===== src/hdl/assert_macros.svh =====
// Assertion helpers, clocked on clk and gated by rst_n.
`ifndef ASSERT_MACROS_SVH
`define ASSERT_MACROS_SVH

// same-cycle implication
`define CHK_IMPLY(lbl, ante, cons, msg) \
  lbl: assert property (@(posedge clk) disable iff (!rst_n) (ante) |-> (cons)) \
    else $error(msg);

// next-cycle implication
`define CHK_NEXT(lbl, ante, cons, msg) \
  lbl: assert property (@(posedge clk) disable iff (!rst_n) (ante) |=> (cons)) \
    else $error(msg);

`endif


===== src/hdl/csdm_pkg.sv =====
package csdm_pkg;

  localparam int CFG_IDX_W  = 3;
  localparam int ROOT_STEPS = 32;

  localparam logic [CFG_IDX_W-1:0] CFG_ORIGIN_X = 3'd0;
  localparam logic [CFG_IDX_W-1:0] CFG_ORIGIN_Y = 3'd1;
  localparam logic [CFG_IDX_W-1:0] CFG_ORIGIN_Z = 3'd2;
  localparam logic [CFG_IDX_W-1:0] CFG_DIR_X    = 3'd3;
  localparam logic [CFG_IDX_W-1:0] CFG_DIR_Y    = 3'd4;
  localparam logic [CFG_IDX_W-1:0] CFG_DIR_Z    = 3'd5;
  localparam logic [CFG_IDX_W-1:0] CFG_RADIUS   = 3'd6;

  localparam logic signed [17:0] DIR_Z_RESET  = 18'sd65536;
  localparam logic [30:0]        RADIUS_RESET = 31'd65536;

  // datapath operations, one per cycle
  typedef enum logic [4:0] {
    OP_NONE, OP_LOAD,
    OP_D0, OP_D1, OP_D2, OP_D3, OP_PROJ,
    OP_A0, OP_A1, OP_A2, OP_A3, OP_MAG,
    OP_S0, OP_S1, OP_S2, OP_S3,
    OP_RINIT, OP_RSTEP, OP_DEV, OP_UPD, OP_EMIT
  } op_t;

  typedef struct packed {
    op_t op;
  } cmd_t;

  typedef struct packed {
    logic last;
  } status_t;

endpackage


===== src/hdl/csdm_ctrl.sv =====
module csdm_ctrl
  import csdm_pkg::*;
(
  input  logic    clk,
  input  logic    rst_n,
  input  logic    in_valid,
  output logic    in_ready,
  output logic    out_valid,
  input  logic    out_ready,
  input  status_t status,
  output cmd_t    cmd
);

  typedef enum logic [2:0] {S_IDLE, S_RUN, S_ROOT, S_DEV, S_UPD, S_EMIT} state_t;

  localparam logic [4:0] RUN_LAST  = 5'd14;
  localparam logic [4:0] ROOT_LAST = 5'(ROOT_STEPS - 1);

  state_t     state_r;
  logic [4:0] cnt_r;
  logic       out_valid_r;
  logic       out_free;

  assign in_ready  = (state_r == S_IDLE);
  assign out_valid = out_valid_r;
  assign out_free  = !out_valid_r || out_ready;

  always_comb begin
    cmd.op = OP_NONE;
    case (state_r)
      S_IDLE: begin
        if (in_valid) cmd.op = OP_LOAD;
      end
      S_RUN: begin
        case (cnt_r)
          5'd0:    cmd.op = OP_D0;
          5'd1:    cmd.op = OP_D1;
          5'd2:    cmd.op = OP_D2;
          5'd3:    cmd.op = OP_D3;
          5'd4:    cmd.op = OP_PROJ;
          5'd5:    cmd.op = OP_A0;
          5'd6:    cmd.op = OP_A1;
          5'd7:    cmd.op = OP_A2;
          5'd8:    cmd.op = OP_A3;
          5'd9:    cmd.op = OP_MAG;
          5'd10:   cmd.op = OP_S0;
          5'd11:   cmd.op = OP_S1;
          5'd12:   cmd.op = OP_S2;
          5'd13:   cmd.op = OP_S3;
          5'd14:   cmd.op = OP_RINIT;
          default: cmd.op = OP_NONE;
        endcase
      end
      S_ROOT: cmd.op = OP_RSTEP;
      S_DEV:  cmd.op = OP_DEV;
      S_UPD:  cmd.op = OP_UPD;
      S_EMIT: begin
        if (out_free) cmd.op = OP_EMIT;
      end
      default: cmd.op = OP_NONE;
    endcase
  end

  always_ff @(posedge clk) begin
    if (!rst_n) begin
      state_r     <= S_IDLE;
      cnt_r       <= '0;
      out_valid_r <= 1'b0;
    end else begin
      if (state_r == S_EMIT && out_free) out_valid_r <= 1'b1;
      else if (out_ready) out_valid_r <= 1'b0;
      case (state_r)
        S_IDLE: begin
          if (in_valid) begin
            state_r <= S_RUN;
            cnt_r   <= '0;
          end
        end
        S_RUN: begin
          if (cnt_r == RUN_LAST) begin
            state_r <= S_ROOT;
            cnt_r   <= '0;
          end else begin
            cnt_r <= cnt_r + 5'd1;
          end
        end
        S_ROOT: begin
          if (cnt_r == ROOT_LAST) state_r <= S_DEV;
          else cnt_r <= cnt_r + 5'd1;
        end
        S_DEV: state_r <= S_UPD;
        S_UPD: state_r <= status.last ? S_EMIT : S_IDLE;
        S_EMIT: begin
          if (out_free) state_r <= S_IDLE;
        end
        default: state_r <= S_IDLE;
      endcase
    end
  end

endmodule


===== config.mk =====
export PLATFORM = sky130hd
export DESIGN_NAME = csdm_ctrl
export DESIGN_NICKNAME = d
export VERILOG_FILES = /design/src/hdl/assert_macros.svh /design/src/hdl/csdm_pkg.sv /design/src/hdl/csdm_ctrl.sv
export SDC_FILE = /design/constraint.sdc
export NUM_CORES = 1
export LEC_CHECK = 0
export BUFFER_PORTS_ARGS = -buffer_cell sky130_fd_sc_hd__buf_2
export CAP_MARGIN = 10
export CORE_ASPECT_RATIO = 0.9
export CORE_UTILIZATION = 49
export CTS_CLUSTER_SIZE = 28
export DETAILED_ROUTE_END_ITERATION = 6
export MAX_ROUTING_LAYER = met4
export PLACE_DENSITY = 0.7
export SLEW_MARGIN = 20
export SYNTH_ARGS = -nofsm -noshare
export SYNTH_HDL_FRONTEND = slang
export SYNTH_SLANG_ARGS = --single-unit

===== constraint.sdc =====
create_clock -name clk -period 2.1 [get_ports clk]
set_input_delay 0.21 -clock clk [delete_from_list [all_inputs] [get_ports clk]]
set_output_delay 0.21 -clock clk [all_outputs]
set_load 0.02 [all_outputs]

**Yosys cells after proc, flatten, opt, wreduce, memory -nomap -nowiden**

Memory sizes are Yosys's and may differ from the RTL's. A register that Yosys moved wholly into a read port is not among the register bits.
Cells that the tools add are included.

- Word-level logic and storage cells: 43
- Latch bits: 0
- Memories kept: 1
- Output and inout bits: 7
- Memory bits (writable): 0
- Input bits: 5
- Register bits: 9
- ROM bits: 80

Memory list:

| memory | words | bits a word | read ports | clocked after memory_dff | wr ports | line | RTL |
|---|---|---|---|---|---|---|---|
| (name not given) | 16 | 5 | 1 | 1 | 0 | csdm_ctrl.sv:35 | `case (cnt_r)` |

- Bitwise logic cells: 0
- Equal/unequal tests: 12
- Magnitude comparators: 0
- Multiply operators: 0
- Add/sub/neg operators: 1
- Muxes and demuxes: 18
- Shifts and indexed selects: 0
- Divide/modulo/power cells: 0
- Reductions and logical operators: 8

Operators by type and width:

| kind | count |
|---|---|
| $pmux 5 s6 | 1 |
| $mux 5 | 5 |
| $pmux 3 s6 | 1 |
| $mux 3 | 5 |
| $pmux 5 s3 | 1 |
| $ne 2x2->1 const B | 5 |
| $mux 4 | 2 |
| $eq 3x2->1 const B | 2 |
| $eq 3x3->1 const B | 2 |
| $add 5x1->5 const B | 1 |
| $eq 5x4->1 const B | 1 |
| $eq 5x5->1 const B | 1 |
| $reduce_and 4->1 | 1 |
| $eq 3x1->1 const B | 1 |
| $logic_not 3->1 | 1 |
| $mux 1 | 3 |
| $reduce_and 3->1 | 1 |
| $reduce_bool 3->1 | 1 |
| $reduce_bool 2->1 | 1 |
| $logic_and 1x1->1 | 1 |
| $logic_not 1->1 | 1 |
| $logic_or 1x1->1 | 1 |

**Logic depth before layout (Yosys ltp)**

Gate-level depths: netlist of run 1.

- Depth after elaboration: 5
- Gate-level depth with buffers: 11
- Gate-level depth less buffers: 10

**Worst setup path before layout of run 1**

No wires, ideal clock.

- Path type: flip-flop to flip-flop
- Start: reg cnt_r[0]
- End: reg with a tool-made name
- Library setup time: 0.141 ns
- Clock period less this slack: 2.222 ns
- Cell stages (with the launch flop): 12
- Setup slack: -0.122 ns
- Path buffers: 1
- Arrival: 2.081 ns
- Required time: 1.959 ns
- Path through: dfxtp_1 -> ha_1 -> and3_1 -> ha_1 -> o32a_1 -> buf_4 -> nor2_1 -> xnor2_1 -> nor2_1 -> ha_1 -> inv_1 -> nor3_1

RTL lines:

| item | line | RTL |
|---|---|---|
| start, declared | csdm_ctrl.sv:20 | `logic [4:0] cnt_r;` |
| start signal, assigned | csdm_ctrl.sv:84 | `cnt_r <= cnt_r + 5'd1;` |
| start signal, assigned | csdm_ctrl.sv:89 | `else cnt_r <= cnt_r + 5'd1;` |

==> metrics.cfg, run 1 <==
[run_status]
status = finished, final reports clean

[yosys]
ys_types = 38
synth_seq_cells = 14
syn_nets = 117
avgSynthCellArea_um2 = 7.90
synth_cells = 107
netlist_area_um2 = 846
synth-edff-count = 0
yosysMostFrequentCell = dfxtp_1
yosysWarnings = 0
synth_top_area_share_pct = 33.1
synth_area_leaders = dfxtp_1 33%, ha_1 7.4%, nor2_1 5.8%, nand2b_1 3.7%, mux2i_1 3.6%
synthFlopType = dfxtp_1
synth.yosys.seq_area_share_pct = 33.1
async_flop_share_pct = 0
yosys.area.top_type = dfxtp_1
synth_commonest_cells = 14 x dfxtp_1, 13 x nor2_1, 6 x nand2_1

[setup_path]
cp.arrival_ns = 2.23
cpPeakStageDelay_ns = 0.40
worst_ep_required_time_ns = 2.32
slowest_stage = or3_1
cp-end-kind = register
startpoint_type = register
crit_fanout = 7
crit_family = simple AND/OR/NAND/NOR gates
path_class = reg2reg
cp.buffers_inverters = 0
critical_path.cell_chain = ha_2 -> and3_4 -> ha_4 -> o32a_4 -> or3_1 -> a21oi_2 -> mux2i_1

[clock_network]
tritoncts = yes
htree_levels = 1
cts.clk_slew.worst_paths_ns = 0.10
postCtsHoldBufs = 0
clock_latency_ns = 0.29
root_buffer = clkbuf_4
cts_sinks = 14
cts_buffer_depth = 2
numCtsBuffers = 3

[layout]
antenna_cells = 0
seq_area_um2 = 283
syn_to_final_growth_pct = 32.4
fillers = 132
nets = 144
multi_input_area_um2 = 572
finish.utilization_pct = 73.2
drive_gt1_share_pct = 34.6
layoutNonFillerInstCount = 155

[power_and_ir_drop]
p_leak_nw = 0.462
ir_worst_vdd_mv = 0.592
powerDensity_nw_per_um2 = 1140
power_w = 0.00128

[global_route]
busiest_layer = met2
met3_usage_pct = 5.22
grt_pass1_vias = 788
grt_first_pass_wirelength_um = 3550
grt_util_met2_pct = 39.7
met1_usage_pct = 36.4
grtUsageTotal_pct = 26.3
grt.overflow.total = 0
antenna_found_initial = 0
grt_max_degree = 15

[floorplanning]
io_pins = 12
coreArea_um2 = 1530
initial_core_util_pct = 55.3
fp.dieW_um = 45.8
die_h_um = 41.4
die-area_um2 = 1900
rows = 13

[timing]
finalCritPeriodShare_pct = 95.6
max_freq_mhz = 498
finalWorstPathRequiredPeriod_ns = 2.01
maxSlewViolCount = 0
tightest_slew_ns = 0.298
finalHoldViolCount = 0
slew_headroom_pct = 79.9
fin_worst_skew_ns = 0.0147
worst_hold_slack_ns = 0.213
setup_violations = 0

[routing]
via_per_inst = 5.64
ant_nets = 0
wirelength_um = 2200
detail_route.wl_per_cell_um = 14.2
drcViolationCount = 0
first_iter_violations = 39
drt_first_pass_iters = 4
vias = 874

[placement]
gp_congestion = 0.865
dp_hpwl_um = 1560
placed_cells = 148
io_buffers = 11

[worst_hold_path]
hold_path.class = in2reg

[job]
cap_violations = 0

[final timing paths]
path / startpoint / end / slack, ns / cells after the start
worst max register to register: cnt_r[1] / register / 0.09 / 7
worst min-delay path: rst_n / state_r[2] / 0.21 / 2
worst max-delay path: cnt_r[1] / register / 0.09 / 7
worst min register to register: out_valid / out_valid / 0.56 / 2
[power by group]
| part | leakage, nW | switching [W] | internal (W) |
|---|---|---|---|
| Sequential | 0.115 | 0.0000272 | 0.000316 |
| Combinational | 0.326 | 0.000420 | 0.000316 |
| Clock | 0.0210 | 0.0000928 | 0.000106 |
| Total | 0.462 | 0.000540 | 0.000738 |
[layout make-up]
type                    count  share of cell area (%)
clock buffers               4                    3.24
inverters                   5                    1.68
multi-input cells          82                    51.1
flip-flops and latches     14                    25.3
well taps                  22                    2.46
repair buffers             28                    16.3
[cells in the final DEF (no fill, tap or decap), types with 2 or more instances in the layout]
| cell type | netlist | layout |
|---|---|---|
| nor2_1 | 13 | 9 |
| and3b_1 | 2 | 2 |
| buf_4 | 1 | 17 |
| ha_2 | 0 | 2 |
| nor2_2 | 0 | 3 |
| o22ai_1 | 4 | 4 |
| nand3_1 | 5 | 5 |
| ha_1 | 5 | 2 |
| clkbuf_4 | 0 | 3 |
| dfxtp_2 | 0 | 2 |
| buf_2 | 2 | 11 |
| nand2_1 | 6 | 6 |
| a31oi_1 | 2 | 2 |
| nor3_1 | 5 | 5 |
| nand2b_1 | 5 | 5 |
| o21ai_0 | 5 | 5 |
| dfxtp_1 | 14 | 12 |
| inv_1 | 5 | 5 |
| a21oi_1 | 5 | 5 |
| mux2i_1 | 3 | 3 |
[timing repair]
item / in CTS / in global routing
gates cloned: 0 / 0
endpoints found under the setup margin: 1 / 5
pin swaps: 5 / 4
buffers inserted: 3 / 0
resized for setup: 5 / 8
[routing by layer]
metal	up-vias	part of all wire, %
met5	-	0
met4	0	0.27
met3	2	5.4
met2	32	48
met1	401	46
li1	439	-
[logic make-up (layout without fill, tap and decap cells)]
| kind of cell | after synthesis | after routing | synth area share [%] |
|---|---|---|---|
| AND/OR/NAND/NOR | 45 | 45 | 27.7 |
| AO/OA/AOI/OAI | 27 | 27 | 20.6 |
| flip-flops | 14 | 14 | 33.1 |
| buffers and inverters | 11 | 37 | 5.62 |
| adder cells (fa/ha/maj) | 5 | 5 | 7.40 |
| multiplexers | 3 | 3 | 3.55 |
| XOR/XNOR | 2 | 2 | 2.07 |
[stage by stage]
| stage | worst slack (ns) | area [um2] | setup TNS (ns) |
|---|---|---|---|
| final | 0.0929 | 1120 | 0 |
| after global routing | -0.00868 | 1120 | -0.00868 |
| after CTS | 0.0182 | 1090 | 0 |
| after detailed placement | -0.00491 | 1010 | -0.00491 |
| after global placement | 0.0803 | 1010 | 0 |
| after floorplan | 0.00653 | 855 | 0 |
(Power assumes the default switching activity.)
==> inputs of run 2 (changes only) <==
--- a/config.mk
+++ b/config.mk
@@ -5,6 +5,7 @@
 export SDC_FILE = /design/constraint.sdc
 export NUM_CORES = 1
 export LEC_CHECK = 0
+export ABC_AREA = 1
 export BUFFER_PORTS_ARGS = -buffer_cell sky130_fd_sc_hd__buf_2
 export CAP_MARGIN = 10
 export CORE_ASPECT_RATIO = 0.9
==> metrics.cfg, run 2 <==
[clock_network]
cts_buffer_depth = 2
cts_sinks = 14
tritoncts = yes
clock_latency_ns = 0.28
cts.clk_slew.worst_paths_ns = 0.09
htree_levels = 1
post_cts_buffers = 0
numCtsBuffers = 3
root_buffer = clkbuf_4

[yosys]
avgSynthCellArea_um2 = 6.95
synth.yosys.seq_area_share_pct = 32.8
synth_area_leaders = dfxtp_1 33%, nand2_1 8.8%, inv_1 7.9%, nor2_1 7.9%, ha_1 7.3%
syn_nets = 133
synth_commonest_cells = 20 x nand2_1, 18 x inv_1, 18 x nor2_1
synth-edff-count = 0
synth_top_area_share_pct = 32.8
synthFlopType = dfxtp_1
async_flop_share_pct = 0
synth_cells = 123
netlist_area_um2 = 855
yosys.area.top_type = dfxtp_1
synth_seq_cells = 14
ys_types = 24
yosysMostFrequentCell = nand2_1
yosysWarnings = 0

[timing]
slew_headroom_pct = 78.2
tightest_slew_ns = 0.327
finalHoldViolCount = 0
setup_violations = 0
setup_tns_ns = 0
fin_worst_skew_ns = 0.00724
finalCritPeriodShare_pct = 93.0
max_freq_mhz = 512
worst_hold_slack_ns = 0.213
finalWorstPathRequiredPeriod_ns = 1.95
maxSlewViolCount = 0

[global_route]
grt_max_degree = 9
antenna_found_initial = 0
grt_first_pass_wirelength_um = 3000
grtUsageTotal_pct = 21.9
grt_pass1_vias = 713
grt.overflow.total = 0

[setup_path]
cp.arrival_ns = 2.12
ff2ff_setup_slack_ns = 0.15
cp-end-kind = register
startpoint_type = register
rr_worst_depth = 13
path_class = reg2reg
worst_ep_required_time_ns = 2.27
crit_fanout = 6
regToRegStartpoint = cnt_r[1]

[floorplanning]
fp.dieW_um = 46.0
rows = 13
coreArea_um2 = 1530
die-area_um2 = 1920
initial_core_util_pct = 55.9
io_pins = 12
die_h_um = 41.6

[routing]
wirelength_um = 1860
detail_route.wl_per_cell_um = 11.6
drcViolationCount = 0
drt_first_pass_iters = 4
via_per_inst = 5.24
first_iter_violations = 24
vias = 839
ant_nets = 0

[run_status]
status = finished, final reports clean

[placement]
dp_hpwl_um = 1450
gp_congestion = 0.863
io_buffers = 11
placed_cells = 156

[layout]
nets = 149
finish.utilization_pct = 65.4
drive_gt1_share_pct = 28.3
multi_input_area_um2 = 517
seq_area_um2 = 282
syn_to_final_growth_pct = 17.0
antenna_cells = 0
final_common_cell = nand2_1
final_cell_mix = 19 x nand2_1, 18 x inv_1, 16 x nor2_1
layoutNonFillerInstCount = 160
fillers = 145

[power_and_ir_drop]
powerDensity_nw_per_um2 = 1240
p_sw_w = 0.000591
combPwrFrac_pct = 53.5
p_clk_share_pct = 15.8
switching_share_pct = 47.7
p_leak_nw = 0.500
p_seq_share_pct = 30.8
ir_worst_vdd_mv = 0.614
p_int_w = 0.000647

[job]
cap_violations = 0

[worst_hold_path]
hold_path_end = state_r[2]
hold_path.class = in2reg
min_from = status
worstHoldPathCells = 3

==> run 2: logic make-up after synthesis <==
logic type	synth area share, %
and+or+nand+nor	38.9
AOI/OAI and AO/OA	11.3
DFF	32.8
adders and majority gates	7.32
buffers and inverters	9.66
==> run 2: layout make-up <==
type,instances,area share (%)
multi-input cells,87,51.7
flip-flops and latches,14,28.2
well taps,22,2.75
clock buffers,4,3.63
inverters,22,8.26
repair buffers,11,5.51
==> run 2: routing by layer <==
layer,vias to the layer above,GRT usage [%],wire [um]
met2,27,32.1,889
met4,0,8.24,25
li1,424,-,-
met3,4,3.48,101
met5,-,-,0
met1,384,30.1,841
==> run 2: stage by stage <==
| stage | total power, W | area, um2 | worst slack (ns) |
|---|---|---|---|
| 2_1_floorplan | 0.000870 | 855 | 0.311 |
| 3_3_place_gp | 0.00101 | 937 | 0.170 |
| 3_5_place_dp | 0.00102 | 937 | 0.0760 |
| 4_1_cts | 0.00121 | 973 | 0.0559 |
| 5_1_grt | 0.00134 | 1000 | -0.00193 |
| 6_report | 0.00124 | 1000 | 0.147 |
==> run 2: what timing repair did <==
| item | 4_1_cts | 5_1_grt |
|---|---|---|
| gates resized for setup | 0 | 7 |
| endpoints found under the setup margin | 0 | 3 |
| hold buffers | 0 | 0 |
==> run 2: worst max-delay path by stage <==
| stage | cells past startpoint | slack [ns] | from | to |
|---|---|---|---|---|
| detailed placement | 14 | 0.08 | cnt_r[1] | register |
| global route | 14 | -0.002 | cnt_r[0] | register |
| floorplan | 13 | 0.31 | cnt_r[1] | register |
| CTS | 14 | 0.06 | cnt_r[1] | register |
| finish | 13 | 0.15 | cnt_r[1] | register |
| global placement | 13 | 0.17 | cnt_r[1] | register |
==> run 2: critical path, stage by stage, from the launching register on <==
cell and delay [ns]:
dfxtp_2 0.34, ha_1 0.19, inv_1 0.08, nor2_1 0.05
ha_1 0.22, o21ai_4 0.10, nand3_2 0.16, o21bai_1 0.16
nand2_1 0.12, nor2_2 0.13, ha_1 0.16, inv_1 0.04
nand2_1 0.05, nand2_1 0.05
==> run 2: power by group through the flow <==
stage	Sequential (W)	Combinational [W]	Clock (W)
floorplan	0.000369	0.000501	0
global placement	0.000382	0.000626	0
detailed placement	0.000381	0.000634	0
CTS	0.000375	0.000635	0.000195
global route	0.000389	0.000741	0.000205
finish	0.000381	0.000662	0.000195
